[config.mk]
export PLATFORM = sky130hd
export DESIGN_NAME = uniform_int4_quantize_pack_flat
export DESIGN_NICKNAME = d
export VERILOG_FILES = /design/src/sv/uiq4_pkg.sv /design/src/sv/uiq4_if.sv /design/src/sv/uiq4_quant.sv /design/src/sv/uniform_int4_quantize_pack.sv /design/src/flat_wrapper.sv
export SDC_FILE = /design/constraint.sdc
export NUM_CORES = 2
export LEC_CHECK = 0
export ABC_AREA = 1
export BUFFER_PORTS_ARGS = -buffer_cell sky130_fd_sc_hd__buf_2
export CAP_MARGIN = 20
export CORE_MARGIN = 2
export CORE_UTILIZATION = 55
export DETAILED_ROUTE_END_ITERATION = 10
export HOLD_SLACK_MARGIN = 0.06
export MAX_ROUTING_LAYER = met4
export PLACE_DENSITY = 0.68
export SLEW_MARGIN = 30
export SYNTH_ARGS = -nofsm -noshare
export SYNTH_HDL_FRONTEND = slang
export SYNTH_SLANG_ARGS = --single-unit
[constraint.sdc]
create_clock -name i_clk -period 12.6 [get_ports i_clk]
set_clock_uncertainty 0.1 [all_clocks]
set_input_delay 1.89 -clock i_clk [delete_from_list [all_inputs] [get_ports i_clk]]
set_output_delay 1.89 -clock i_clk [all_outputs]
set_load 0.05 [all_outputs]
[src/sv/uiq4_pkg.sv]
// Shared types and constants of the 4-bit quantizer and nibble packer.
`default_nettype none

package uiq4_pkg;

    // Field widths
    localparam int SAMPLE_W = 32;
    localparam int SCALE_W  = 32;
    localparam int DIM_W    = 13;
    localparam int CODE_W   = 4;
    localparam int BYTE_W   = 8;
    localparam int CFG_W    = 32;
    localparam int CFG_IDX_W = 2;

    // Default parameter values
    localparam int DEF_MAX_DIM   = 4096;
    localparam int DEF_PAD_BLOCK = 128;

    typedef logic signed [SAMPLE_W-1:0] t_sample;
    typedef logic [SCALE_W-1:0]         t_scale;
    typedef logic [DIM_W-1:0]           t_dim;
    typedef logic [CODE_W-1:0]          t_code;
    typedef logic [BYTE_W-1:0]          t_byte;
    typedef logic [CFG_W-1:0]           t_cfg_data;
    typedef logic [CFG_IDX_W-1:0]       t_cfg_idx;

    // Configuration register indexes
    localparam t_cfg_idx CFG_MINIMUM   = 2'd0;
    localparam t_cfg_idx CFG_SCALE     = 2'd1;
    localparam t_cfg_idx CFG_DIMENSION = 2'd2;

    // Configuration reset values
    localparam t_sample RST_MINIMUM   = 32'sd0;
    localparam t_scale  RST_SCALE     = 32'd16777216;
    localparam t_dim    RST_DIMENSION = 13'd1;

    // Rounding bias in Q24.40: one half minus 2^-25
    localparam logic [43:0] RND_BIAS = 44'h7F_FFFF_8000;
    localparam logic [23:0] CODE_SAT = 24'd15;
    localparam t_code       CODE_MAX = 4'd15;

endpackage

`default_nettype wire

[src/sv/uiq4_if.sv]
// Valid/ready channel interfaces for sample input and packed byte output.
`default_nettype none

interface uiq4_in_if import uiq4_pkg::*; ();
    logic    valid;
    logic    ready;
    t_sample sample;

    modport source (output valid, output sample, input ready);
    modport sink   (input valid, input sample, output ready);
endinterface

interface uiq4_out_if import uiq4_pkg::*; ();
    logic  valid;
    logic  ready;
    t_byte packed_byte;
    logic  row_end;
    logic  item_end;

    modport source (output valid, output packed_byte, output row_end, output item_end,
                    input ready);
    modport sink   (input valid, input packed_byte, input row_end, input item_end,
                    output ready);
endinterface

`default_nettype wire

[src/sv/uiq4_quant.sv]
// Four-stage quantizer pipeline: subtract minimum, scale, clamp and round to a 4-bit code.
`default_nettype none

module uiq4_quant import uiq4_pkg::*; (
    input  wire logic    i_clk,
    input  wire logic    i_rst_n,
    input  wire t_sample i_min,
    input  wire t_scale  i_scale,
    input  wire logic    i_valid,
    output logic         o_ready,
    input  wire t_sample i_sample,
    output logic         o_valid,
    input  wire logic    i_ready,
    output t_code        o_code
);

    logic        r_v1, r_v2, r_v3, r_v4;
    t_sample     r_sample;
    logic        r_pos2, r_pos3;
    logic [31:0] r_mag;
    logic [63:0] r_prod;
    t_code       r_code;

    logic        s1_rdy, s2_rdy, s3_rdy, s4_rdy;
    logic [32:0] diff;
    logic        diff_pos;
    logic [63:0] prod;
    logic [43:0] rsum;
    t_code       code;

    // Stall chain: a stage loads when it is empty or its content moves on
    assign s4_rdy  = !r_v4 || i_ready;
    assign s3_rdy  = !r_v3 || s4_rdy;
    assign s2_rdy  = !r_v2 || s3_rdy;
    assign s1_rdy  = !r_v1 || s2_rdy;
    assign o_ready = s1_rdy;

    // Difference to minimum, exact in 33 bits
    always_comb begin
        diff     = {r_sample[SAMPLE_W-1], r_sample} - {i_min[SAMPLE_W-1], i_min};
        diff_pos = !diff[32] && (diff[31:0] != 32'd0);
    end

    // Scale product, Q24.40
    assign prod = 64'(r_mag) * 64'(i_scale);

    // Zero unless above minimum, else clamp at fifteen, add just under one half, truncate
    always_comb begin
        rsum = r_prod[43:0] + RND_BIAS;
        if (!r_pos3) begin
            code = '0;
        end else if (r_prod[63:40] >= CODE_SAT) begin
            code = CODE_MAX;
        end else begin
            code = rsum[43:40];
        end
    end

    // Advance stage valid bits
    always_ff @(posedge i_clk) begin
        if (!i_rst_n) begin
            r_v1 <= 1'b0;
            r_v2 <= 1'b0;
            r_v3 <= 1'b0;
            r_v4 <= 1'b0;
        end else begin
            if (s1_rdy) r_v1 <= i_valid;
            if (s2_rdy) r_v2 <= r_v1;
            if (s3_rdy) r_v3 <= r_v2;
            if (s4_rdy) r_v4 <= r_v3;
        end
    end

    // Advance stage payloads
    always_ff @(posedge i_clk) begin
        if (s1_rdy && i_valid) begin
            r_sample <= i_sample;
        end
        if (s2_rdy && r_v1) begin
            r_pos2 <= diff_pos;
            r_mag  <= diff[31:0];
        end
        if (s3_rdy && r_v2) begin
            r_pos3 <= r_pos2;
            r_prod <= prod;
        end
        if (s4_rdy && r_v3) begin
            r_code <= code;
        end
    end

    assign o_valid = r_v4;
    assign o_code  = r_code;

endmodule

`default_nettype wire

[src/sv/uniform_int4_quantize_pack.sv]
// A byte reaches the output once the sample that completes it has passed the quantizer
// stages and the output register. Throughput: one sample per cycle while the output accepts;
// at row end the padding bytes go out on the output register, and codes are held off during that burst.
// The pad length comes from the row byte count, derived from dimension through r_q and r_total.
// Reset (synchronous, active low): registers return to minimum 0, scale 1.0, dimension 1;
// row position and held nibble clear, pipeline and output empty.
`default_nettype none

module uniform_int4_quantize_pack import uiq4_pkg::*; #(
    parameter int MAX_DIM   = DEF_MAX_DIM,
    parameter int PAD_BLOCK = DEF_PAD_BLOCK
) (
    input  wire logic      i_clk,
    input  wire logic      i_rst_n,
    input  wire logic      i_cfg_we,
    input  wire t_cfg_idx  i_cfg_idx,
    input  wire t_cfg_data i_cfg_data,
    uiq4_in_if.sink        i_in,
    uiq4_out_if.source     o_out
);

    // Derived sizes
    localparam int DIM_CAP = (MAX_DIM < 8191) ? MAX_DIM : 8191;
    localparam int IDX_W   = $clog2(DIM_CAP);
    localparam int CNT_W   = DIM_W + 1;
    localparam int PAD_W   = $clog2(PAD_BLOCK + 2);
    localparam int RCP_S   = CNT_W + $clog2(PAD_BLOCK);
    localparam int RCP_M   = ((1 << RCP_S) + PAD_BLOCK - 1) / PAD_BLOCK;
    localparam int RCP_PW  = CNT_W + 20;

    // Configuration registers
    t_sample r_min;
    t_scale  r_scale;
    t_dim    r_deff;
    t_dim    r_q;
    t_dim    r_total;

    // Row state
    logic [IDX_W-1:0] r_elem_idx;
    t_code            r_held;
    logic             r_pad_busy;
    logic [PAD_W-1:0] r_pad_cnt;

    // Output register
    logic  r_out_valid;
    t_byte r_out_byte;
    logic  r_out_row_end;
    logic  r_out_item_end;

    logic  n_out_valid;
    t_byte n_out_byte;
    logic  n_out_row_end;
    logic  n_out_item_end;
    logic             n_load;
    logic [IDX_W-1:0] n_elem_idx;
    t_code            n_held;
    logic             n_pad_busy;
    logic [PAD_W-1:0] n_pad_cnt;

    logic              code_valid;
    logic              code_ready;
    t_code             code;
    t_dim              dim_wr;
    logic [CNT_W-1:0]  rcp_num;
    logic [RCP_PW-1:0] rcp_prod;
    logic [CNT_W-1:0]  tot_prod;
    logic [CNT_W-1:0]  idx_ext;
    logic [CNT_W-1:0]  used_sum;
    logic [CNT_W-1:0]  used;
    logic [CNT_W-1:0]  pads_full;
    logic              out_free;
    logic              even;
    logic              last;
    logic              pad_last;

    uiq4_quant u_quant (
        .i_clk    (i_clk),
        .i_rst_n  (i_rst_n),
        .i_min    (r_min),
        .i_scale  (r_scale),
        .i_valid  (i_in.valid),
        .o_ready  (i_in.ready),
        .i_sample (i_in.sample),
        .o_valid  (code_valid),
        .i_ready  (code_ready),
        .o_code   (code)
    );

    // Clamp written dimension to 1..cap
    always_comb begin
        dim_wr = i_cfg_data[DIM_W-1:0];
        if (dim_wr == '0) begin
            dim_wr = t_dim'(1);
        end else if (dim_wr > t_dim'(DIM_CAP)) begin
            dim_wr = t_dim'(DIM_CAP);
        end
    end

    // Row byte count: ceil(dim / PAD_BLOCK) * PAD_BLOCK / 2, by reciprocal multiply
    assign rcp_num  = CNT_W'(r_deff) + CNT_W'(PAD_BLOCK - 1);
    assign rcp_prod = RCP_PW'(rcp_num) * RCP_PW'(RCP_M);
    assign tot_prod = CNT_W'(r_q) * CNT_W'(PAD_BLOCK);

    // Hold configuration and derived counts
    always_ff @(posedge i_clk) begin
        if (!i_rst_n) begin
            r_min   <= RST_MINIMUM;
            r_scale <= RST_SCALE;
            r_deff  <= RST_DIMENSION;
            r_q     <= t_dim'(1);
            r_total <= t_dim'(PAD_BLOCK / 2);
        end else begin
            if (i_cfg_we) begin
                case (i_cfg_idx)
                    CFG_MINIMUM:   r_min   <= i_cfg_data;
                    CFG_SCALE:     r_scale <= i_cfg_data;
                    CFG_DIMENSION: r_deff  <= dim_wr;
                    default: ;
                endcase
            end
            r_q     <= rcp_prod[RCP_S +: DIM_W];
            r_total <= tot_prod[CNT_W-1:1];
        end
    end

    // Row position, pad count and whether the code can be taken now
    always_comb begin
        out_free   = !r_out_valid || o_out.ready;
        even       = !r_elem_idx[0];
        idx_ext    = CNT_W'(r_elem_idx);
        last       = (idx_ext + CNT_W'(1)) >= CNT_W'(r_deff);
        used_sum   = idx_ext + CNT_W'(2);
        used       = used_sum >> 1;
        pads_full  = (CNT_W'(r_total) > used) ? (CNT_W'(r_total) - used) : '0;
        pad_last   = (r_pad_cnt == PAD_W'(1));
        code_ready = !r_pad_busy && (out_free || (even && !last));
    end

    // Build next output and row state
    always_comb begin
        n_out_valid    = r_out_valid && !o_out.ready;
        n_out_byte     = r_out_byte;
        n_out_row_end  = r_out_row_end;
        n_out_item_end = r_out_item_end;
        n_load         = 1'b0;
        n_elem_idx     = r_elem_idx;
        n_held         = r_held;
        n_pad_busy     = r_pad_busy;
        n_pad_cnt      = r_pad_cnt;
        if (r_pad_busy) begin
            if (out_free) begin
                n_load         = 1'b1;
                n_out_valid    = 1'b1;
                n_out_byte     = '0;
                n_out_row_end  = pad_last;
                n_out_item_end = pad_last;
                n_pad_cnt      = r_pad_cnt - PAD_W'(1);
                n_pad_busy     = !pad_last;
            end
        end else if (code_valid && code_ready) begin
            if (even) begin
                n_held = code;
            end
            if (!even || last) begin
                n_load         = 1'b1;
                n_out_valid    = 1'b1;
                n_out_byte     = even ? {4'b0000, code} : {code, r_held};
                n_out_row_end  = last && (pads_full == '0);
                n_out_item_end = !last || (pads_full == '0);
            end
            if (last) begin
                n_elem_idx = '0;
                n_pad_busy = (pads_full != '0);
                n_pad_cnt  = pads_full[PAD_W-1:0];
            end else begin
                n_elem_idx = r_elem_idx + IDX_W'(1);
            end
        end
    end

    // Update control state
    always_ff @(posedge i_clk) begin
        if (!i_rst_n) begin
            r_out_valid <= 1'b0;
            r_elem_idx  <= '0;
            r_held      <= '0;
            r_pad_busy  <= 1'b0;
            r_pad_cnt   <= '0;
        end else begin
            r_out_valid <= n_out_valid;
            r_elem_idx  <= n_elem_idx;
            r_held      <= n_held;
            r_pad_busy  <= n_pad_busy;
            r_pad_cnt   <= n_pad_cnt;
        end
    end

    // Load output payload
    always_ff @(posedge i_clk) begin
        if (n_load) begin
            r_out_byte     <= n_out_byte;
            r_out_row_end  <= n_out_row_end;
            r_out_item_end <= n_out_item_end;
        end
    end

    assign o_out.valid       = r_out_valid;
    assign o_out.packed_byte = r_out_byte;
    assign o_out.row_end     = r_out_row_end;
    assign o_out.item_end    = r_out_item_end;

endmodule

`default_nettype wire

[src/flat_wrapper.sv]
// flat-port wrapper written by rule: the top's interface ports become plain ports
module uniform_int4_quantize_pack_flat import uiq4_pkg::*;
#(
    parameter int MAX_DIM   = DEF_MAX_DIM,
    parameter int PAD_BLOCK = DEF_PAD_BLOCK
)
  (i_clk, i_rst_n, i_cfg_we, i_cfg_idx, i_cfg_data, i_in_valid, i_in_sample, i_in_ready, o_out_valid, o_out_packed_byte, o_out_row_end, o_out_item_end, o_out_ready);
  uiq4_in_if i_in_i ();
  uiq4_out_if o_out_i ();
  input  wire logic i_clk;
  input  wire logic i_rst_n;
  input  wire logic i_cfg_we;
  input  wire t_cfg_idx i_cfg_idx;
  input  wire t_cfg_data i_cfg_data;
  input wire logic [$bits(i_in_i.valid)-1:0] i_in_valid;
  input wire logic [$bits(i_in_i.sample)-1:0] i_in_sample;
  output wire logic [$bits(i_in_i.ready)-1:0] i_in_ready;
  output wire logic [$bits(o_out_i.valid)-1:0] o_out_valid;
  output wire logic [$bits(o_out_i.packed_byte)-1:0] o_out_packed_byte;
  output wire logic [$bits(o_out_i.row_end)-1:0] o_out_row_end;
  output wire logic [$bits(o_out_i.item_end)-1:0] o_out_item_end;
  input wire logic [$bits(o_out_i.ready)-1:0] o_out_ready;
  assign i_in_i.valid = i_in_valid;
  assign i_in_i.sample = i_in_sample;
  assign i_in_ready = i_in_i.ready;
  assign o_out_valid = o_out_i.valid;
  assign o_out_packed_byte = o_out_i.packed_byte;
  assign o_out_row_end = o_out_i.row_end;
  assign o_out_item_end = o_out_i.item_end;
  assign o_out_i.ready = o_out_ready;
  uniform_int4_quantize_pack #(.MAX_DIM(MAX_DIM), .PAD_BLOCK(PAD_BLOCK)) u_core (.i_clk(i_clk), .i_rst_n(i_rst_n), .i_cfg_we(i_cfg_we), .i_cfg_idx(i_cfg_idx), .i_cfg_data(i_cfg_data), .i_in(i_in_i), .o_out(o_out_i));
endmodule
# Yosys cells after proc, flatten, opt, wreduce, memory -nomap -nowiden
# Cells that the tools add are included.
[word_totals]
in_bits = 71
regBits = 271
out_inout_bits = 12
[op_classes]
eq_ne = 4
muxes = 33
reduce_logical = 44
mul = 1
magnitude_cmp = 4
addsub = 8
bitwise = 2
[ops]
columns = ["op", "count"]
rows = [
  ["8-bit 2-to-1 mux", 9],
  ["32-bit by 32-bit multiplier with 64-bit output", 1],
  ["44-bit by 39-bit adder with 44-bit output, second input constant", 1],
  ["32-bit by 32-bit subtractor with 33-bit output", 1],
  ["32-bit nonzero test", 1],
  ["13-bit 2-to-1 mux", 2],
  ["24-bit by 4-bit >= comparator with 1-bit output, second input constant", 1],
  ["1-bit 2-to-1 mux", 19],
  ["13-bit by 7-bit adder with 14-bit output, second input constant", 1],
  ["14-bit by 13-bit >= comparator with 1-bit output", 1],
  ["14-bit zero test", 1],
  ["14-bit 2-to-1 mux", 1],
  ["14-bit nonzero test", 1],
  ["13-bit by 13-bit subtractor with 14-bit output", 1],
  ["12-bit by 1-bit adder with 13-bit output, second input constant", 1],
  ["12-bit by 2-bit adder with 13-bit output, second input constant", 1],
  ["13-bit greater-than comparator", 1],
  ["13-bit greater-than comparator, second input constant", 1],
  ["13-bit zero test", 1],
  ["12-bit by 1-bit adder with 12-bit output, second input constant", 1],
  ["12-bit 2-to-1 mux", 1],
  ["1-bit zero test", 11],
  ["1-bit logical AND", 10],
  ["8-bit by 1-bit == test with 1-bit output, second input constant", 1],
  ["other kinds (12)", 26],
]

# Logic depth before layout (Yosys ltp)
[depth]
depth_word = 11
depth_mapped = 32
depth_no_buf = 30

# By module
# From an unflattened synthesis, not the netlist that was laid out.
[unflattened]
hier_cells = 6253
hier_area_um2 = 47809.6
[by_module_without_submodules]
columns = ["mod", "area_each_um2", "seq_area_each_um2", "cells_each", "n_inst"]
rows = [
  ["uiq4_quant", 41713.8, 3653.5, 5418, 1],
  ["uniform_int4_quantize_pack", 6095.8, 2642.5, 835, 1],
]

# Least setup slack after synthesis
# No wires, ideal clock.
[synth_path]
path_kind = "reg-to-reg"
startpoint = "register u_core.r_scale[2]"
endpoint = "register u_core.u_quant.r_prod[58] (data pin)"
path_stages_with_launch = 30
slack_ps = 5923
t_required_ps = 12248
arrival_ps = 6325
cell_sequence = "dfxtp_1 clkbuf_1 clkbuf_1 nand2_1 fa_1 inv_1 fa_1 inv_1 fa_1 fa_1 inv_1 fa_1 fa_1 fa_1 inv_1 fa_1 inv_1 ha_1 a21oi_1 nor2_1 nor2_1 inv_1 a21oi_1 o21ai_0 inv_1 nor2_1 a211oi_1 nand2_1 nand2_1 nand2_1"
[synth_between]
elab_chain_len = 1
[synth_rtl]
columns = ["item", "line_no", "source"]
rows = [
  ["start: declaration", "uniform_int4_quantize_pack.sv:33", "t_scale r_scale;"],
  ["start signal: assignment", "uniform_int4_quantize_pack.sv:116", "CFG_SCALE: r_scale <= i_cfg_data;"],
  ["32-bit by 32-bit multiplier with 64-bit output", "uiq4_quant.sv:45", "assign prod = 64'(r_mag) * 64'(i_scale);"],
  ["via u_core.u_quant.prod[58]", "uiq4_quant.sv:27", "logic [63:0] prod;"],
  ["end signal: assignment", "uiq4_quant.sv:85", "r_prod <= prod;"],
  ["end: declaration", "uiq4_quant.sv:21", "logic [63:0] r_prod;"],
]
# The timed path passes the listed nets, and every way through them passes these cells.
# A chain may end at the register's enable or synchronous reset.

# Worst setup path after layout
[layout_path]
startpoint = "register u_core.r_scale[3]"
endpoint = "register u_core.u_quant.r_prod[45] (data pin)"
# The elaborated chain is that of the path after synthesis.

==> metrics.md <==
| Metric | Value |
|---|---|
| Run status | finished clean |
| H-tree depth | 1 |
| Crit-path cells | nand2_1, inv_1, fa_1, inv_1, fa_1, fa_1, fa_1, inv_1, fa_1, fa_1, fa_1, fa_1, ha_1, a21oi_1, inv_1, a31oi_1, o21ai_0, nor2_1, nand2_1, a21oi_1, o21ai_0, xor2_1 |
| Initial core utilization | 55.43% |
| Final instance area | 0.04954 mm² |
| RSZ-0062 raised after global routing | no |
| Startpoint types | register |
| Worst Tran Pin Value | 0.9662 ns |
| Global route total overflow | 0 |
| Synthesis Warnings | 0 |
| Die W | 296.7 µm |
| Top Family by Delay on Critical Path | adder cells |
| Crit-path slowest cell | dfxtp_2 |
| Cell Area, Synth | 0.04712 mm² |
| Post_cts resized | 0 |
| Pleak | 28.51 nW |
| Clock latency at the later pin of the worst-skew pair | 0.61 ns |
| I/O pins | 83 |
| Number of synthesized register bits | 250 |
| CTS tree | done |
| Clock Sink Count | 250 |
| DRC Markers | 0 |
| Max Freq | 128.1 MHz |
| Count leader, synth | inv_1 |
| Mapped Avg Cell Area | 7.752 µm² |
| Layout area overhead | 5.127% |
| Synthesized instance count | 6079 |
| Dominant cells by area after synthesis | fa_1, inv_1, nand2_1 |
| Post-detail-place hpwl | 104600 µm |
| Core area | 0.08501 mm² |
| Routed Antenna Nets | 0 |
| Largest net degree at the start of global routing | 86 |
| FP Rows | 107 |
| Setup crit end kind | register |
| Final Util | 58.27% |
| Postcts setup bufs | 0 |
| Post-synth EDFFs | 129 |
| Minimum clock period | 7.807 ns |
| FF-to-FF setup slack | 4.79 ns |
| CP max FO | 33 |
| Top post-synthesis cells by count | inv_1, nand2_1, fa_1 |
| Number of vias in the routed layout | 37400 |
| Main synth FF type | edfxtp_1 |
| Post-synth top area share | 38.07% |
| Req. time, crit path | 12.84 ns |
| Num CTS Buffers | 31 |
| I/O Buffers | 82 |
| Final GP Congestion | 0.9841 |
| Fin. max-slew vios | 0 |
| CTS clock-pin slew for the worst setup and hold paths | 0.06 ns |
| Dominant cell type by area after synthesis | fa_1 |
| Worst EP arrival | 8.05 ns |
| Layout cells sized above 1 | 4.148% |
| Vias per inst | 5.214 |
| Class of the worst hold path | reg -> reg |
| Setup Viol. Count Final | 0 |
| PwrDens | 171.9 mW/mm² |
| Tcrit/Tclk final | 61.96% |
| Clk root buf | clkbuf_16 |
| Min Hold Slack | 0.3164 ns |
| FF+latch area | 0.006305 mm² |
| Post-synth net total | 7361 |
| Layout Nets | 7285 |
| Total negative slack | 0 ns |
| Synth cell types | 50 |
| First-pass iteration count of the detailed router | 6 |
| Crit-path max cell delay | 0.81 ns |
| Crit path buffers/inverters | 4 |
| 1st-iter DRT viols | 3171 |
| Asr flop ratio synth | 0% |
| Area taken by multi-input logic gates | 0.03309 mm² |
| All-layer global routing usage | 31.50% |
| Sequential area share after synthesis | 13.36% |
| CP most frequent cell | fa_1 |
| Initial antenna violation count | 2 |
| Final-report hold violation count | 0 |
| Slew HR | 35.58% |
| Die area | 0.08803 mm² |
| Max-cap violations | 0 |
| # fillers | 7876 |
| Crit Path Class | reg -> reg |
| Number of buffers on the longest clock path | 3 |
| Final wirelength | 130800 µm |
| Per-cell routed wire length | 18.24 µm |
| First-pass GRT wire length | 213500 µm |
| Max IR drop VDD | 0.0002493 V |
| Vias in the first global route | 39130 |
| Post-DP Area | 0.04849 mm² |
| Die Span Y | 296.7 µm |
| Hold buffers post-CTS | 0 |
-- flip-flops by register name, indices dropped and copies added, names as in the netlist, 4 cells and up --
name,count
u_core.o_out.packed_byte,8
u_core.r_deff,13
u_core.r_elem_idx,12
u_core.r_held,4
u_core.r_min,32
u_core.r_pad_cnt,8
u_core.r_q,7
u_core.r_scale,32
u_core.r_total,7
u_core.u_quant.o_code,4
u_core.u_quant.r_mag,32
u_core.u_quant.r_prod,49
u_core.u_quant.r_sample,32
-- worst paths after layout --
check                                      start                                  end  cells after the start
setup / recovery  u_core.r_scale[3]$_SDFFE_PN0P_  u_core.u_quant.r_prod[45]$_DFFE_PP_                     22
hold / removal          u_core.r_q[5]$_SDFF_PN0_        u_core.r_total[11]$_SDFF_PN0_                      2
setup reg to reg  u_core.r_scale[3]$_SDFFE_PN0P_  u_core.u_quant.r_prod[45]$_DFFE_PP_                     22
hold reg to reg         u_core.r_q[5]$_SDFF_PN0_        u_core.r_total[11]$_SDFF_PN0_                      2
-- metrics by stage --
step	setup WS [ns]	power, mW	cells
after floorplan	5.923	5.573	6079
after global placement	5.001	7.510	7114
after detailed placement	4.975	7.501	7114
after CTS	4.940	8.504	7171
after global routing	4.567	9.332	7172
final	4.793	8.514	7172
-- where the power goes --
group | switching, mW | internal, mW
clock | 0.400 | 0.534
combinational | 4.10 | 2.25
sequential | 0.0569 | 1.17
-- layer usage --
metal / vias up / global-route usage, % / wire (µm)
li1: 17330 / - / -
met1: 18560 / 43.70 / 56880
met2: 1315 / 49.55 / 61010
met3: 199 / 4.184 / 9923
met4: 0 / 7.240 / 3006
met5: - / - / 0
-- kinds of logic (layout without fill, tap and decap cells) --
group | after synthesis | after routing | synth area share [%]
other | 0 | 1 | 0
flip-flops | 250 | 250 | 13.36
AO/OA/AOI/OAI | 459 | 459 | 5.228
adder cells (fa/ha/maj) | 1211 | 1211 | 46.43
AND/OR/NAND/NOR | 2026 | 2026 | 17.18
XOR/XNOR | 74 | 74 | 1.375
buffers and inverters | 2059 | 2007 | 16.43
-- placed cells by master, fill, tap and decap left out, drive strengths merged, types with 19 or more instances in the layout --
cell type,Yosys,final
inv,1803,1809
nand2,1501,1501
fa,896,896
ha,315,315
nor2,311,311
a21oi,219,219
o21ai,165,165
buf,16,146
edfxtp,129,129
nand3,123,123
dfxtp,121,121
xor2,48,48
nor3,35,35
clkbuf,239,34
nand4,27,27
a31oi,26,26
xnor2,26,26
nor4,19,19
-- tightest hold or removal path, cell delays in order, from the launching register on --
cell and delay (ns):
dfxtp_1 0.31, nand2_1 0.05, inv_1 0.04
-- layout make-up --
type                       count  area share (%)
sequential                   250           12.73
clock buffer                  34           1.652
clock inverter                23          0.4572
antenna                        1        0.005052
inverter                    1804           13.67
multi-input combinational   3770           66.80
tap                         1144           2.889
timing repair buffer         146           1.798
(Power assumes the default switching activity.)
